### src/rtl/cts_pkg.sv
`timescale 1ns / 1ps
`default_nettype none

package cts_pkg;

  localparam int BUTTON_W  = 2;
  localparam int HOURS_W   = 5;
  localparam int MINUTES_W = 6;
  localparam int DIGIT_W   = 2;
  localparam int TIMEOUT_W = 16;

  localparam logic [TIMEOUT_W-1:0] TIMEOUT_RESET = TIMEOUT_W'(10 * 1024);

  localparam logic [HOURS_W-1:0]   HOURS_MOD   = HOURS_W'(24);
  localparam logic [MINUTES_W-1:0] MINUTES_MOD = MINUTES_W'(60);

  // Button event codes; the fourth code is unused and behaves as idle.
  typedef enum logic [BUTTON_W-1:0] {
    BTN_IDLE  = 2'd0,
    BTN_SHORT = 2'd1,
    BTN_LONG  = 2'd2
  } button_t;

  localparam logic [DIGIT_W-1:0] DIGIT_HOUR_TENS   = 2'd0;
  localparam logic [DIGIT_W-1:0] DIGIT_HOUR_ONES   = 2'd1;
  localparam logic [DIGIT_W-1:0] DIGIT_MINUTE_TENS = 2'd2;
  localparam logic [DIGIT_W-1:0] DIGIT_MINUTE_ONES = 2'd3;

  typedef struct packed {
    logic [BUTTON_W-1:0]  button;
    logic [HOURS_W-1:0]   clock_hours;
    logic [MINUTES_W-1:0] clock_minutes;
  } cts_event_t;

  typedef struct packed {
    logic                 in_set_mode;
    logic [DIGIT_W-1:0]   selected_digit;
    logic [HOURS_W-1:0]   edit_hours;
    logic [MINUTES_W-1:0] edit_minutes;
    logic                 commit;
  } cts_result_t;

endpackage

`default_nettype wire

### src/rtl/cts_if.sv
`timescale 1ns / 1ps
`default_nettype none

interface cts_in_if import cts_pkg::*; ();
  logic                 valid;
  logic                 ready;
  logic [BUTTON_W-1:0]  button;
  logic [HOURS_W-1:0]   clock_hours;
  logic [MINUTES_W-1:0] clock_minutes;

  modport source (output valid, output button, output clock_hours,
                  output clock_minutes, input ready);
  modport sink   (input valid, input button, input clock_hours,
                  input clock_minutes, output ready);
endinterface

interface cts_out_if import cts_pkg::*; ();
  logic                 valid;
  logic                 ready;
  logic                 in_set_mode;
  logic [DIGIT_W-1:0]   selected_digit;
  logic [HOURS_W-1:0]   edit_hours;
  logic [MINUTES_W-1:0] edit_minutes;
  logic                 commit;

  modport source (output valid, output in_set_mode, output selected_digit,
                  output edit_hours, output edit_minutes, output commit,
                  input ready);
  modport sink   (input valid, input in_set_mode, input selected_digit,
                  input edit_hours, input edit_minutes, input commit,
                  output ready);
endinterface

interface cts_cfg_if import cts_pkg::*; ();
  logic                 valid;
  logic                 ready;
  logic [TIMEOUT_W-1:0] data;

  modport source (output valid, output data, input ready);
  modport sink   (input valid, input data, output ready);
endinterface

`default_nettype wire

### src/rtl/clock_time_set_controller.sv
// Single-button time-setting controller for a clock.
// in_ch  : one button event per transaction (idle, short press, long press)
//          together with the clock's current hours and minutes.
// out_ch : one result per event: mode after the event, selected digit,
//          edited hours and minutes, and a commit strobe.
// cfg_ch : writes the idle timeout reload value (ticks allowed in set mode).
// Use: a long press in display mode captures the clock time and enters set
// mode on the hour-tens digit. Short presses bump the selected digit, long
// presses step to the next digit, and a long press on the last digit
// commits. Idle events count down the timeout; at zero set mode is dropped.
// Timing: an event is registered on acceptance and its result is registered
// once the result register is free, so a result held on out_ch delays it.
// Throughput is one event per cycle unless out_ch stalls; the next event uses
// the state the previous one left, updated in the same edge as its result.
// Reset: display mode, digit 0, edit values 0, countdown 0, reload 10240;
// both channels empty. cfg_ch is always ready.
// Stall: a result held by the receiver stays on out_ch, one more event waits
// in the input register, and in_ch drops ready only when both are full.
`timescale 1ns / 1ps
`default_nettype none

module clock_time_set_controller import cts_pkg::*; (
  input  wire      clk,
  input  wire      rst_n,
  cts_in_if.sink   in_ch,
  cts_out_if.source out_ch,
  cts_cfg_if.sink  cfg_ch
);

  // Input register
  logic        s1_valid_r;
  cts_event_t  s1_r;

  // Result register
  logic        out_valid_r;
  cts_result_t out_r;

  // Controller state
  logic                 set_mode_r,    set_mode_nxt;
  logic [DIGIT_W-1:0]   digit_r,       digit_nxt;
  logic [HOURS_W-1:0]   hours_r,       hours_nxt;
  logic [MINUTES_W-1:0] minutes_r,     minutes_nxt;
  logic [TIMEOUT_W-1:0] countdown_r,   countdown_nxt;
  logic [TIMEOUT_W-1:0] reload_r;
  logic                 commit_nxt;

  logic advance;   // stage 1 moves into the result register
  logic in_fire;

  assign advance = s1_valid_r && (!out_valid_r || out_ch.ready);
  assign in_ch.ready = !s1_valid_r || advance;
  assign in_fire = in_ch.valid && in_ch.ready;
  assign cfg_ch.ready = 1'b1;

  // Bump helpers: state values are always in range, so one compare fixes wrap.
  logic [HOURS_W:0]     hours_p10, hours_p1;
  logic [MINUTES_W:0]   minutes_p10, minutes_p1;
  logic [TIMEOUT_W-1:0] countdown_dec;

  assign hours_p10   = {1'b0, hours_r} + (HOURS_W + 1)'(10);
  assign hours_p1    = {1'b0, hours_r} + (HOURS_W + 1)'(1);
  assign minutes_p10 = {1'b0, minutes_r} + (MINUTES_W + 1)'(10);
  assign minutes_p1  = {1'b0, minutes_r} + (MINUTES_W + 1)'(1);
  assign countdown_dec = (countdown_r != '0) ? countdown_r - TIMEOUT_W'(1) : countdown_r;

  always_comb begin
    set_mode_nxt  = set_mode_r;
    digit_nxt     = digit_r;
    hours_nxt     = hours_r;
    minutes_nxt   = minutes_r;
    countdown_nxt = countdown_r;
    commit_nxt    = 1'b0;

    if (!set_mode_r) begin
      if (s1_r.button == BTN_LONG) begin
        // Capture the clock; out-of-range values fold back once.
        hours_nxt     = (s1_r.clock_hours >= HOURS_MOD) ?
                        s1_r.clock_hours - HOURS_MOD : s1_r.clock_hours;
        minutes_nxt   = (s1_r.clock_minutes >= MINUTES_MOD) ?
                        s1_r.clock_minutes - MINUTES_MOD : s1_r.clock_minutes;
        digit_nxt     = DIGIT_HOUR_TENS;
        countdown_nxt = reload_r;
        set_mode_nxt  = 1'b1;
      end
    end else begin
      case (s1_r.button)
        BTN_SHORT: begin
          countdown_nxt = reload_r;
          case (digit_r)
            DIGIT_HOUR_TENS: begin
              hours_nxt = (hours_p10 >= {1'b0, HOURS_MOD}) ?
                          HOURS_W'(hours_p10 - {1'b0, HOURS_MOD}) : HOURS_W'(hours_p10);
            end
            DIGIT_HOUR_ONES: begin
              hours_nxt = (hours_p1 >= {1'b0, HOURS_MOD}) ? '0 : HOURS_W'(hours_p1);
            end
            DIGIT_MINUTE_TENS: begin
              minutes_nxt = (minutes_p10 >= {1'b0, MINUTES_MOD}) ?
                            MINUTES_W'(minutes_p10 - {1'b0, MINUTES_MOD}) :
                            MINUTES_W'(minutes_p10);
            end
            default: begin
              minutes_nxt = (minutes_p1 >= {1'b0, MINUTES_MOD}) ? '0 : MINUTES_W'(minutes_p1);
            end
          endcase
        end
        BTN_LONG: begin
          countdown_nxt = reload_r;
          if (digit_r == DIGIT_MINUTE_ONES) begin
            commit_nxt   = 1'b1;
            set_mode_nxt = 1'b0;
            digit_nxt    = DIGIT_HOUR_TENS;
          end else begin
            digit_nxt = digit_r + DIGIT_W'(1);
          end
        end
        default: begin
          // Idle, and the unused code: count down and drop out at zero.
          countdown_nxt = countdown_dec;
          if (countdown_dec == '0) begin
            set_mode_nxt = 1'b0;
          end
        end
      endcase
    end
  end

  // Control state
  always_ff @(posedge clk) begin
    if (!rst_n) begin
      s1_valid_r  <= 1'b0;
      out_valid_r <= 1'b0;
      set_mode_r  <= 1'b0;
      digit_r     <= '0;
      hours_r     <= '0;
      minutes_r   <= '0;
      countdown_r <= '0;
      reload_r    <= TIMEOUT_RESET;
    end else begin
      if (in_ch.ready) begin
        s1_valid_r <= in_ch.valid;
      end
      if (advance) begin
        out_valid_r <= 1'b1;
      end else if (out_ch.ready) begin
        out_valid_r <= 1'b0;
      end
      if (advance) begin
        set_mode_r  <= set_mode_nxt;
        digit_r     <= digit_nxt;
        hours_r     <= hours_nxt;
        minutes_r   <= minutes_nxt;
        countdown_r <= countdown_nxt;
      end
      if (cfg_ch.valid) begin
        reload_r <= cfg_ch.data;
      end
    end
  end

  // Payload registers
  always_ff @(posedge clk) begin
    if (in_fire) begin
      s1_r.button        <= in_ch.button;
      s1_r.clock_hours   <= in_ch.clock_hours;
      s1_r.clock_minutes <= in_ch.clock_minutes;
    end
    if (advance) begin
      out_r.in_set_mode    <= set_mode_nxt;
      out_r.selected_digit <= digit_nxt;
      out_r.edit_hours     <= hours_nxt;
      out_r.edit_minutes   <= minutes_nxt;
      out_r.commit         <= commit_nxt;
    end
  end

  assign out_ch.valid          = out_valid_r;
  assign out_ch.in_set_mode    = out_r.in_set_mode;
  assign out_ch.selected_digit = out_r.selected_digit;
  assign out_ch.edit_hours     = out_r.edit_hours;
  assign out_ch.edit_minutes   = out_r.edit_minutes;
  assign out_ch.commit         = out_r.commit;

  // A commit always returns to display mode on the first digit.
  a_commit_exits: assert property (@(posedge clk) disable iff (!rst_n)
    (out_valid_r && out_r.commit) |->
      (!out_r.in_set_mode && out_r.selected_digit == DIGIT_HOUR_TENS))
    else $error("commit without return to display on digit 0");

  // Edit values never leave their ranges.
  a_hours_range: assert property (@(posedge clk) disable iff (!rst_n)
    out_valid_r |-> (out_r.edit_hours < HOURS_MOD))
    else $error("edit hours out of range");

  a_minutes_range: assert property (@(posedge clk) disable iff (!rst_n)
    out_valid_r |-> (out_r.edit_minutes < MINUTES_MOD))
    else $error("edit minutes out of range");

  // A waiting event is not lost while the result register is blocked.
  a_s1_hold: assert property (@(posedge clk) disable iff (!rst_n)
    (s1_valid_r && !advance) |=> (s1_valid_r && $stable(s1_r)))
    else $error("pending event dropped during stall");

  // State only changes when an event moves to the result register.
  a_state_quiet: assert property (@(posedge clk) disable iff (!rst_n)
    !advance |=> ($stable(set_mode_r) && $stable(digit_r) && $stable(countdown_r)))
    else $error("state changed without an event");

endmodule

`default_nettype wire

### src/flat_wrapper.sv
// flat-port wrapper written by rule: the top's interface ports become plain ports
module clock_time_set_controller_flat import cts_pkg::*;
  (clk, rst_n, in_ch_valid, in_ch_button, in_ch_clock_hours, in_ch_clock_minutes, in_ch_ready, out_ch_valid, out_ch_in_set_mode, out_ch_selected_digit, out_ch_edit_hours, out_ch_edit_minutes, out_ch_commit, out_ch_ready, cfg_ch_valid, cfg_ch_data, cfg_ch_ready);
  cts_in_if in_ch_i ();
  cts_out_if out_ch_i ();
  cts_cfg_if cfg_ch_i ();
  input  wire clk;
  input  wire rst_n;
  input wire logic [$bits(in_ch_i.valid)-1:0] in_ch_valid;
  input wire logic [$bits(in_ch_i.button)-1:0] in_ch_button;
  input wire logic [$bits(in_ch_i.clock_hours)-1:0] in_ch_clock_hours;
  input wire logic [$bits(in_ch_i.clock_minutes)-1:0] in_ch_clock_minutes;
  output wire logic [$bits(in_ch_i.ready)-1:0] in_ch_ready;
  output wire logic [$bits(out_ch_i.valid)-1:0] out_ch_valid;
  output wire logic [$bits(out_ch_i.in_set_mode)-1:0] out_ch_in_set_mode;
  output wire logic [$bits(out_ch_i.selected_digit)-1:0] out_ch_selected_digit;
  output wire logic [$bits(out_ch_i.edit_hours)-1:0] out_ch_edit_hours;
  output wire logic [$bits(out_ch_i.edit_minutes)-1:0] out_ch_edit_minutes;
  output wire logic [$bits(out_ch_i.commit)-1:0] out_ch_commit;
  input wire logic [$bits(out_ch_i.ready)-1:0] out_ch_ready;
  input wire logic [$bits(cfg_ch_i.valid)-1:0] cfg_ch_valid;
  input wire logic [$bits(cfg_ch_i.data)-1:0] cfg_ch_data;
  output wire logic [$bits(cfg_ch_i.ready)-1:0] cfg_ch_ready;
  assign in_ch_i.valid = in_ch_valid;
  assign in_ch_i.button = in_ch_button;
  assign in_ch_i.clock_hours = in_ch_clock_hours;
  assign in_ch_i.clock_minutes = in_ch_clock_minutes;
  assign in_ch_ready = in_ch_i.ready;
  assign out_ch_valid = out_ch_i.valid;
  assign out_ch_in_set_mode = out_ch_i.in_set_mode;
  assign out_ch_selected_digit = out_ch_i.selected_digit;
  assign out_ch_edit_hours = out_ch_i.edit_hours;
  assign out_ch_edit_minutes = out_ch_i.edit_minutes;
  assign out_ch_commit = out_ch_i.commit;
  assign out_ch_i.ready = out_ch_ready;
  assign cfg_ch_i.valid = cfg_ch_valid;
  assign cfg_ch_i.data = cfg_ch_data;
  assign cfg_ch_ready = cfg_ch_i.ready;
  clock_time_set_controller u_core (.clk(clk), .rst_n(rst_n), .in_ch(in_ch_i), .out_ch(out_ch_i), .cfg_ch(cfg_ch_i));
endmodule
### config.mk
export PLATFORM = sky130hd
export DESIGN_NAME = clock_time_set_controller_flat
export DESIGN_NICKNAME = d
export VERILOG_FILES = /design/src/rtl/cts_pkg.sv /design/src/rtl/cts_if.sv /design/src/rtl/clock_time_set_controller.sv /design/src/flat_wrapper.sv
export SDC_FILE = /design/constraint.sdc
export NUM_CORES = 1
export LEC_CHECK = 0
export ABC_AREA = 1
export BUFFER_PORTS_ARGS = -buffer_cell sky130_fd_sc_hd__buf_2
export CAP_MARGIN = 10
export CELL_PAD_IN_SITES_DETAIL_PLACEMENT = 0
export CELL_PAD_IN_SITES_GLOBAL_PLACEMENT = 1
export CORE_ASPECT_RATIO = 1.2
export CORE_UTILIZATION = 38
export CTS_CLUSTER_SIZE = 24
export DETAILED_ROUTE_END_ITERATION = 10
export PLACE_DENSITY = 0.86
export SYNTH_ARGS = -nofsm -noshare
export SYNTH_HDL_FRONTEND = slang
export SYNTH_SLANG_ARGS = --single-unit
### constraint.sdc
create_clock -name clk -period 1.8 [get_ports clk]
set_input_delay 0.45 -clock clk [delete_from_list [all_inputs] [get_ports clk]]
set_output_delay 0.45 -clock clk [all_outputs]
set_load 0.02 [all_outputs]
==> impl_metrics.csv, run 1 <==
group,metric,value,unit
finish,antenna_cells,0,
yosys,yosysWarnings,0,
power_and_ir_drop,finalPower,5270,uW
outcome,violations,"setup timing",
outcome,status,"finished, violations left",
floorplanning,rows,42,
place,gp_congestion,0.957,
clock_network,root_buffer,"clkbuf_16",
yosys,synth_area,4450,um^2
yosys,yosys.area_share.simple,29.2,%
worst_setup_path,path_cells,"ha_4 -> inv_2 -> nand2_2 -> nand2_2 -> inv_2 -> ha_4 -> nand3_4 -> nand3_4 -> nand2_4 -> nand2_1 -> nand3_1 -> nand2_1 -> nand2_1 -> nand2_1 -> nand2_1 -> nand2_1",
hold_path,min_path_type,"primary input to flip-flop",
clock_network,cts_tree,"built",
clock_network,htree_levels,3,
routing,post_drt_wl_per_cell,14.2,um
worst_setup_path,cp_common_cell,"nand2_1",
clock_network,clk_path_buf_depth,2,
worst_setup_path,crit_type,"flip-flop to flip-flop",
floorplanning,dieArea,12200,um^2
timing,hold_slack,280,ps
worst_setup_path,cp.arrival,1930,ps
grt,grt_pass1_wl,19600,um
clock_network,clock_sinks,76,
worst_setup_path,startpoint_type,"flip-flop",
yosys,synth_top_area_share,21.6,%
routing,firstDrtPassIters,4,
timing,skew,10.7,ps
yosys,synth_cells,618,
yosys,synthMuxAreaShare,0,%
routing,via_count,4590,
yosys,synthAdderAreaFrac,4.78,%
routing,drt_iter0_drc,223,
power_and_ir_drop,ir_drop,0.468,mV
finish,syn_to_final_growth,40.9,%
routing,ant_nets,0,
clock_network,path_clk_slew,70,ps
clock_network,hold_buffers,0,
floorplanning,die_x,101,um
place,dp_slack,-89.4,ps
yosys,synth_top_family_by_area,"simple AND/OR/NAND/NOR gates",
timing,fin_crit,1830,ps
timing,hold_viol_final,0,
grt,grt_antenna_before_repair,0,
grt,use_met3,3.24,%
worst_setup_path,worstPathMaxFanout,4,
finish,fillers,1031,
floorplanning,ioPinCount,52,
timing,fin_crit_sh,102,%
finish,final_cell_mix,"134 x nand2_1, 80 x buf_4, 56 x inv_1",
yosys,synth.distinct_cells,38,
grt,busiest_layer,"met2",
floorplanning,fp.coreArea,11200,um^2
finish,final_common_cell,"nand2_1",
finish,nNetsFinal,797,
timing,rsz0062_at_grt,"yes",
timing,worst_slack,-34.2,ps
grt,grt_max_degree,31,
routing,drt_drc_violations_left,0,
power_and_ir_drop,p_leak,0.00283,uW
grt,met2_usage,36.7,%
timing,clock.fmax,0.545,GHz
worst_setup_path,crit_required,1890,ps
yosys,syn_nets,669,
clock_network,numCtsBuffers,9,
timing,finalSetupViolations,8,
worst_setup_path,slowest_stage,"dfxtp_4",
clock_network,clkLatencyLatePin,340,ps
grt,grt_pass1_vias,4261,
yosys,postSynthAreaPerCell,7.20,um^2
place,port_buffers,50,
place,hpwl,8980,um
timing,slew_viol_final,0,
yosys,yosys.area.top_type,"dfxtp_1",
yosys,synth_edf_count,28,
yosys,async_reset_ff_share,0,%
yosys,synth_seq_cells,76,
floorplanning,die_h,121,um
yosys,synth_seq_area_share,40.5,%
finish,post-route-cell-area,6270,um^2
yosys,synthXorXnorAreaFrac,2.36,%
worst_setup_path,cp-end-kind,"flip-flop",
grt,met1_usage,23.9,%
power_and_ir_drop,pwr_density_cell,841,nW/um^2
worst_setup_path,cpPeakStageDelay,360,ps
grt,gr-total-overflow,0,
routing,wl,12900,um
yosys,synth_ff_type,"dfxtp_1",
finish,drive_gt1_share,34.9,%
grt,grt_usage,20.9,%
routing,vias_per_cell,5.07,
job,cap_violations,0,
floorplanning,initial_core_util,39.8,%
yosys,synth_top_cells_by_area,"dfxtp_1 22%, edfxtp_1 19%, nand2_1 13%",
place,placed_area,5390,um^2
yosys,synth-compound-area-share,15.5,%
-- cells in the mapped netlist (all sizes together) (6+ instances only) --
| library cell | n |
|---|---|
| a21oi | 52 |
| a221oi | 6 |
| buf | 7 |
| clkbuf | 14 |
| dfxtp | 48 |
| edfxtp | 28 |
| ha | 17 |
| inv | 62 |
| nand2 | 162 |
| nand3 | 43 |
| nand4 | 8 |
| nor2 | 82 |
| o211ai | 12 |
| o21ai | 43 |
| xor2 | 8 |
-- per-layer routing --
layer	vias up	wire [um]
met5	-	0
met4	0	478
met3	33	488
met2	120	6650
met1	2129	5240
li1	2308	-
-- cells by family (layout without fill, tap and decap cells) --
group	Yosys count	count (layout)
other	1	1
flip-flops	76	76
AND/OR/NAND/NOR	304	305
XOR/XNOR	12	12
adder cells (fa/ha/maj)	17	17
AO/OA/AOI/OAI	123	123
buffers and inverters	85	217
-- metrics by stage --
| step | TNS, ps | util (%) | instances |
|---|---|---|---|
| 2_1_floorplan | 0 | - | 618 |
| 3_3_place_gp | -206 | 48.1 | 872 |
| 6_report | -147 | 56.0 | 905 |
| 4_1_cts | -12.7 | 52.1 | 895 |
| 3_5_place_dp | -869 | 48.1 | 872 |
| 5_1_grt | -2360 | 56.0 | 905 |
-- state kept, by name, summed over array words and instances, names as in the netlist --
name / flops
u_core.s1_valid_r: 1
u_core.out_ch.edit_minutes: 6
u_core.out_ch.valid: 1
u_core.out_ch.commit: 1
u_core.out_ch.edit_hours: 5
u_core.hours_r: 5
u_core.digit_r: 2
u_core.set_mode_r: 1
u_core.out_ch.selected_digit: 2
u_core.countdown_r: 16
u_core.out_ch.in_set_mode: 1
u_core.reload_r: 16
u_core.s1_r: 13
u_core.minutes_r: 6
-- worst max-delay path, delay by kind of cell, from the launching register on --
family | cells | cell delay (ps)
AND/OR/NAND/NOR | 12 | 780
adder cells (fa/ha/maj) | 2 | 340
buffers and inverters | 2 | 100
flip-flops | 1 | 360
-- layout make-up --
type	count	area, um^2	share of cell area (%)
multi-input combinational	458	2710	43.2
sequential	76	1830	29.2
timing repair buffer	137	973	15.5
inverter	64	245	3.91
clock buffer	11	243	3.87
tap	154	193	3.07
clock inverter	5	76.3	1.22
-- path summary, 6_finish.rpt --
path	startpoint	endpoint	slack, ps	depth (start not counted)
worst min register to register	u_core.reload_r[11]	u_core.reload_r[11]	480	2
worst min-delay path	in_ch_clock_hours[4]	u_core.s1_r[10]	280	1
worst max register to register	u_core.minutes_r[1]	u_core.out_ch.edit_minutes[3]	-30	16
worst max-delay path	u_core.minutes_r[1]	u_core.out_ch.edit_minutes[3]	-30	16
-- timing repair --
action | 4_1_cts | 5_1_grt
setup buffers | 6 | 10
hold endpoints to repair | 0 | 0
resized for setup | 22 | 102
endpoints found under the setup margin | 20 | 30
cloned | 1 | 0
pin swaps | 8 | 37
-- power by group --
part	leakage, uW	switching [uW]	internal [uW]	total, uW
registers	0.000674	67.5	1880	1950
clock network	0.000153	694	1240	1940
logic	0.00200	773	608	1380
total	0.00283	1530	3740	5270
(Power assumes the default switching activity.)
==> run 2: changes to the inputs <==
==> constraint.sdc (replaced) <==
create_clock -name clk -period 1.6 [get_ports clk]
set_input_delay 0.08 -clock clk [delete_from_list [all_inputs] [get_ports clk]]
set_output_delay 0.08 -clock clk [all_outputs]
set_load 0.02 [all_outputs]
==> run 2 against run 1 <==
The flow still finishes with violations (setup timing); routed wire length rose by 13%; sequential cell count did not move; first-iteration DRC count fell by 19%; largest cell class unchanged; sequential share of layout area fell by 3.2 points; worst setup slack got worse by 270 ps; sequential power rose by 13%; clock-buffer cell count rose by 2.
==> impl_metrics.csv, run 2 (same netlist as run 1, synthesis figures left out) <==
group,metric,value,unit
outcome,status,"finished, violations left",
outcome,violations,"setup timing",
worst_setup_path,crit_required,1700,ps
routing,firstDrtPassIters,5,
floorplanning,rows,42,
floorplanning,die_h,121,um
worst_setup_path,crit_type,"flip-flop to flip-flop",
finish,drive_gt1_share,40.3,%
timing,fin_crit,1900,ps
routing,post_drt_wl_per_cell,15.0,um
finish,antenna_cells,0,
timing,worst_slack,-302,ps
clock_network,root_buffer,"clkbuf_16",
routing,drt_iter0_drc,181,
worst_setup_path,worstPathMaxFanout,7,
power_and_ir_drop,ir_drop,0.744,mV
finish,final_cells,973,
job,cap_violations,0,
timing,rsz0062_at_grt,"yes",
clock_network,clock_sinks,76,
place,dp_slack,-300,ps
timing,hold_viol_final,0,
routing,via_count,4958,
timing,clock.fmax,0.526,GHz
grt,grt_pass1_vias,4868,
floorplanning,initial_core_util,39.8,%
grt,grt_antenna_before_repair,0,
worst_setup_path,cp.arrival,2000,ps
worst_setup_path,cp-end-kind,"flip-flop",
hold_path,min_path_type,"primary input to flip-flop",
place,port_buffers,50,
grt,grt_max_degree,19,
clock_network,htree_levels,3,
grt,grt_usage,23.6,%
worst_setup_path,path_cells,"nor2_4 -> nand2_4 -> nor2_4 -> nand2_4 -> buf_4 -> o21ai_1 -> nand4_1 -> nor2_1 -> nand3_1 -> nand2_1 -> nand2_1",
grt,grt_pass1_wl,22000,um
timing,finalSetupViolations,36,
worst_setup_path,cpPeakStageDelay,370,ps
clock_network,numCtsBuffers,9,
floorplanning,fp.coreArea,11200,um^2
finish,largestRegisters,"u_core.countdown_r: 16 flops, u_core.reload_r: 16 flops, u_core.s1_r: 13 flops",
finish,syn_to_final_growth,58.8,%
grt,gr-total-overflow,0,
finish,nNetsFinal,865,
timing,skew,11.9,ps
routing,wl,14600,um
finish,final_common_cell,"nand2_1",
power_and_ir_drop,pwr_density_cell,828,nW/um^2
clock_network,cts_tree,"built",
floorplanning,dieArea,12200,um^2
clock_network,clk_path_buf_depth,2,
worst_setup_path,path_delay_family,"simple AND/OR/NAND/NOR gates",
worst_setup_path,worstPathBufferInverterCount,1,
routing,drt_drc_violations_left,0,
timing,slew_viol_final,0,
routing,vias_per_cell,5.10,
finish,post-route-util,63.1,%
routing,ant_nets,0,
floorplanning,die_x,101,um
power_and_ir_drop,finalPower,5850,uW
place,gp_congestion,0.902,
place,hpwl,9530,um
timing,fin_crit_sh,119,%
place,dpl.cell_count,899,
finish,fillers,929,
finish,seq_area,1840,um^2
floorplanning,ioPinCount,52,
finish,final_cell_mix,"132 x nand2_1, 106 x buf_4, 56 x nor2_1",
finish,multi_input_area,2860,um^2
worst_setup_path,startpoint_type,"flip-flop",
clock_network,clkLatencyLatePin,350,ps
clock_network,path_clk_slew,60,ps
power_and_ir_drop,p_leak,0.00314,uW
worst_setup_path,slowest_stage,"dfxtp_4",
-- run 2: cell count changes in the layout (fill, tap and decap cells not counted), sizes merged, moves of 2 or more --
cell / previous run / this run
clkbuf: 11 / 14
buf: 137 / 174
bufinv: 2 / 0
clkinv: 3 / 5
dlygate4sd3: 0 / 30
-- run 2: repair_timing --
action                                  CTS  global route
endpoints found under the hold margin    29             0
cloned                                    3             1
pin swaps                                24            39
endpoints found under the setup margin   39            41
setup buffers                            12            13
hold buffers                             30             0
resized for setup                        89            83
-- run 2: report_power, final --
part | internal [uW] | switching [uW]
Sequential | 2120 | 77.0
Combinational | 871 | 977
Clock | 1040 | 770
-- run 2: cell type report --
| cell class | count | share of cell area (%) |
|---|---|---|
| tap | 154 | 2.73 |
| inverter | 64 | 3.77 |
| timing repair buffer | 205 | 23.4 |
| clock inverter | 3 | 0.195 |
| clock buffer | 13 | 3.40 |
| multi-input combinational | 458 | 40.5 |
| sequential | 76 | 26.0 |
-- run 2: layer usage --
layer  wire length (um)  global-route usage [%]  up-vias
met5                  0                       0        -
met4                386                    10.9        0
met3                602                    4.51       35
met2               7720                    42.6      136
met1               5840                    26.4     2330
li1                   -                       -     2457
-- run 2: path summary, 6_finish.rpt --
kind	startpoint	endpoint	slack (ps)	depth (start not counted)
hold reg to reg	u_core.reload_r[11]	u_core.reload_r[11]	500	2
setup / recovery	u_core.countdown_r[5]	u_core.out_ch.in_set_mode	-300	11
setup reg to reg	u_core.countdown_r[5]	u_core.out_ch.in_set_mode	-300	11
hold / removal	in_ch_valid	u_core.s1_valid_r	20	3
-- run 2: worst register-to-register path: stages (launching register included) --
cell     delay [ps]
dfxtp_4         370
nor2_4          160
nand2_4          90
nor2_4          160
nand2_4         110
buf_4           170
o21ai_1          80
nand4_1         140
nor2_1          140
nand3_1          90
nand2_1          90
nand2_1          50
-- run 2: stage by stage --
| step | setup TNS (ps) | hold WS [ps] | area (um^2) |
|---|---|---|---|
| global placement | -4410 | 256 | 5640 |
| CTS | -2770 | 7.40 | 6660 |
| detailed placement | -5620 | 259 | 5640 |
| finish | -4050 | 17.8 | 7070 |
| global route | -8050 | 23.4 | 7070 |
| floorplan | -739 | 179 | 4520 |
==> run 3: changes to the inputs <==
- CELL_PAD_IN_SITES_DETAIL_PLACEMENT: 0 -> 1
- CORE_UTILIZATION: 38 -> 46
- PLACE_DENSITY: 0.86 -> 0.95
- clock period: 1.6 -> 2.3 ns (I/O delays scaled with it)
==> run 3 against run 2 <==
The flow now finishes without violations; largest power group unchanged; global-route usage up 8.8 points; clock skew down 0.73 ps; sequential share of layout area up 7.4 points; sequential cell count unchanged; worst setup slack better by 340 ps; utilization down 4.5 points; routed wire length up 7.1%.
==> impl_metrics.csv, run 3 (same netlist as run 1, synthesis figures left out) <==
group,metric,value,unit
grt,grt_pass1_vias,5218,
grt,grt_antenna_before_repair,1,
finish,final_cell_mix,"156 x nand2_1, 74 x nor2_1, 59 x inv_1",
worst_setup_path,startpoint_type,"flip-flop",
worst_setup_path,r2r_slack,40,ps
timing,rsz0062_at_grt,"no",
clock_network,htree_levels,3,
floorplanning,dieArea,10100,um^2
worst_setup_path,slowest_stage,"dfxtp_1",
timing,clock.fmax,0.443,GHz
power_and_ir_drop,ir_drop,0.392,mV
finish,syn_to_final_growth,21.6,%
clock_network,cts_tree,"built",
finish,largestRegisters,"u_core.countdown_r: 16 flops, u_core.reload_r: 16 flops, u_core.s1_r: 13 flops",
worst_setup_path,path_cells,"clkinvlp_4 -> ha_1 -> nor4_1 -> o22ai_1 -> a22o_1 -> o21ai_0 -> inv_1",
timing,slew_viol_final,0,
hold_path,min_path_type,"primary input to flip-flop",
worst_setup_path,path_delay_family,"compound AO/OA/AOI/OAI gates",
clock_network,clkLatencyLatePin,380,ps
routing,ant_nets,0,
finish,post-route-util,58.7,%
floorplanning,fp.coreArea,9220,um^2
routing,via_count,4758,
place,hpwl,10200,um
routing,wl,15600,um
finish,fillers,1194,
finish,seq_area,1810,um^2
worst_setup_path,crit_required,2560,ps
grt,grt_pass1_wl,24900,um
grt,grt_usage,32.3,%
worst_setup_path,crit_type,"flip-flop to flip-flop",
routing,post_drt_wl_per_cell,18.8,um
timing,fin_crit,2260,ps
floorplanning,initial_core_util,48.3,%
clock_network,path_clk_slew,100,ps
worst_setup_path,cp-end-kind,"flip-flop",
clock_network,root_buffer,"clkbuf_8",
job,cap_violations,0,
power_and_ir_drop,finalPower,3530,uW
grt,gr-total-overflow,0,
finish,nNetsFinal,754,
floorplanning,rows,38,
floorplanning,die_x,91.8,um
timing,setup_tns,0,ps
clock_network,cts_setup_buffers,0,
grt,grt_max_degree,32,
routing,drt_iter0_drc,195,
timing,hold_viol_final,0,
timing,fin_crit_sh,98.2,%
timing,finalSetupViolations,0,
timing,hold_slack,3.99,ps
power_and_ir_drop,pwr_density_cell,651,nW/um^2
outcome,status,"completed",
finish,drive_gt1_share,15.1,%
clock_network,clk_path_buf_depth,2,
finish,multi_input_area,2310,um^2
floorplanning,ioPinCount,52,
worst_setup_path,cpPeakStageDelay,430,ps
place,gp_congestion,0.945,
power_and_ir_drop,p_leak,0.00247,uW
clock_network,numCtsBuffers,9,
routing,firstDrtPassIters,4,
timing,skew,11.1,ps
routing,drt_drc_violations_left,0,
finish,final_common_cell,"nand2_1",
timing,relSlewSlack,25.4,%
worst_setup_path,worstPathBufferInverterCount,2,
worst_setup_path,worstPathMaxFanout,9,
clock_network,clock_sinks,76,
routing,vias_per_cell,5.74,
timing,worst_pin_slew,1120,ps
floorplanning,die_h,110,um
place,port_buffers,50,
worst_setup_path,cp.arrival,2520,ps
[run 3: changes by cell type in the layout (fill, tap and decap cells not counted), moves of 11 or more]
| cell | before | now |
|---|---|---|
| buf_4 | 106 | 16 |
| a21oi_2 | 11 | 0 |
| ha_1 | 6 | 17 |
| nand2_2 | 25 | 5 |
| nor2_1 | 56 | 74 |
| nand2_1 | 132 | 156 |
| dfxtp_1 | 30 | 44 |
| a21oi_1 | 40 | 52 |
| clkbuf_8 | 0 | 11 |
[run 3: worst min-delay path: stages]
cell,delay (ps)
buf_2,80
nor2_1,40
nor2_1,110
[run 3: metrics by stage]
step | cell area (um^2) | setup slack [ps] | cells
after CTS | 5400 | 73.5 | 828
final | 5410 | 40.5 | 829
after global placement | 4890 | 208 | 784
after floorplan | 4450 | 448 | 618
after global routing | 5410 | 4.88 | 829
after detailed placement | 4890 | 158 | 784
[run 3: layer usage]
layer	GRT usage (%)	vias up	routed length [um]
li1	-	2214	-
met1	30.8	2305	5670
met2	62.4	162	8330
met3	6.15	77	594
met4	23.1	0	987
met5	0	-	0
[run 3: path summary, 6_finish.rpt]
check | start | end | cells after the start
setup / recovery | u_core.digit_r[1] | u_core.hours_r[0] | 7
hold / removal | cfg_ch_data[15] | u_core.reload_r[15] | 3
setup reg to reg | u_core.digit_r[1] | u_core.hours_r[0] | 7
hold reg to reg | u_core.reload_r[13] | u_core.reload_r[13] | 2
[run 3: area by class of cell]
class | count | share of cell area (%)
clock buffer | 13 | 3.72
antenna | 1 | 0.0462
tap | 120 | 2.77
multi-input combinational | 457 | 42.8
clock inverter | 3 | 0.416
sequential | 76 | 33.4
timing repair buffer | 95 | 12.4
inverter | 64 | 4.51
[run 3: repair_timing]
| action | CTS | global route |
|---|---|---|
| hold buffers | 28 | 0 |
| endpoints found under the hold margin | 28 | 0 |
| setup endpoints to repair | 0 | 9 |
| resized for setup | 0 | 9 |
[run 3: where the power goes]
group | internal [uW] | switching [uW] | leakage (uW)
Clock | 588 | 586 | 0.000116
Sequential | 1470 | 61.8 | 0.000667
Combinational | 284 | 532 | 0.00168
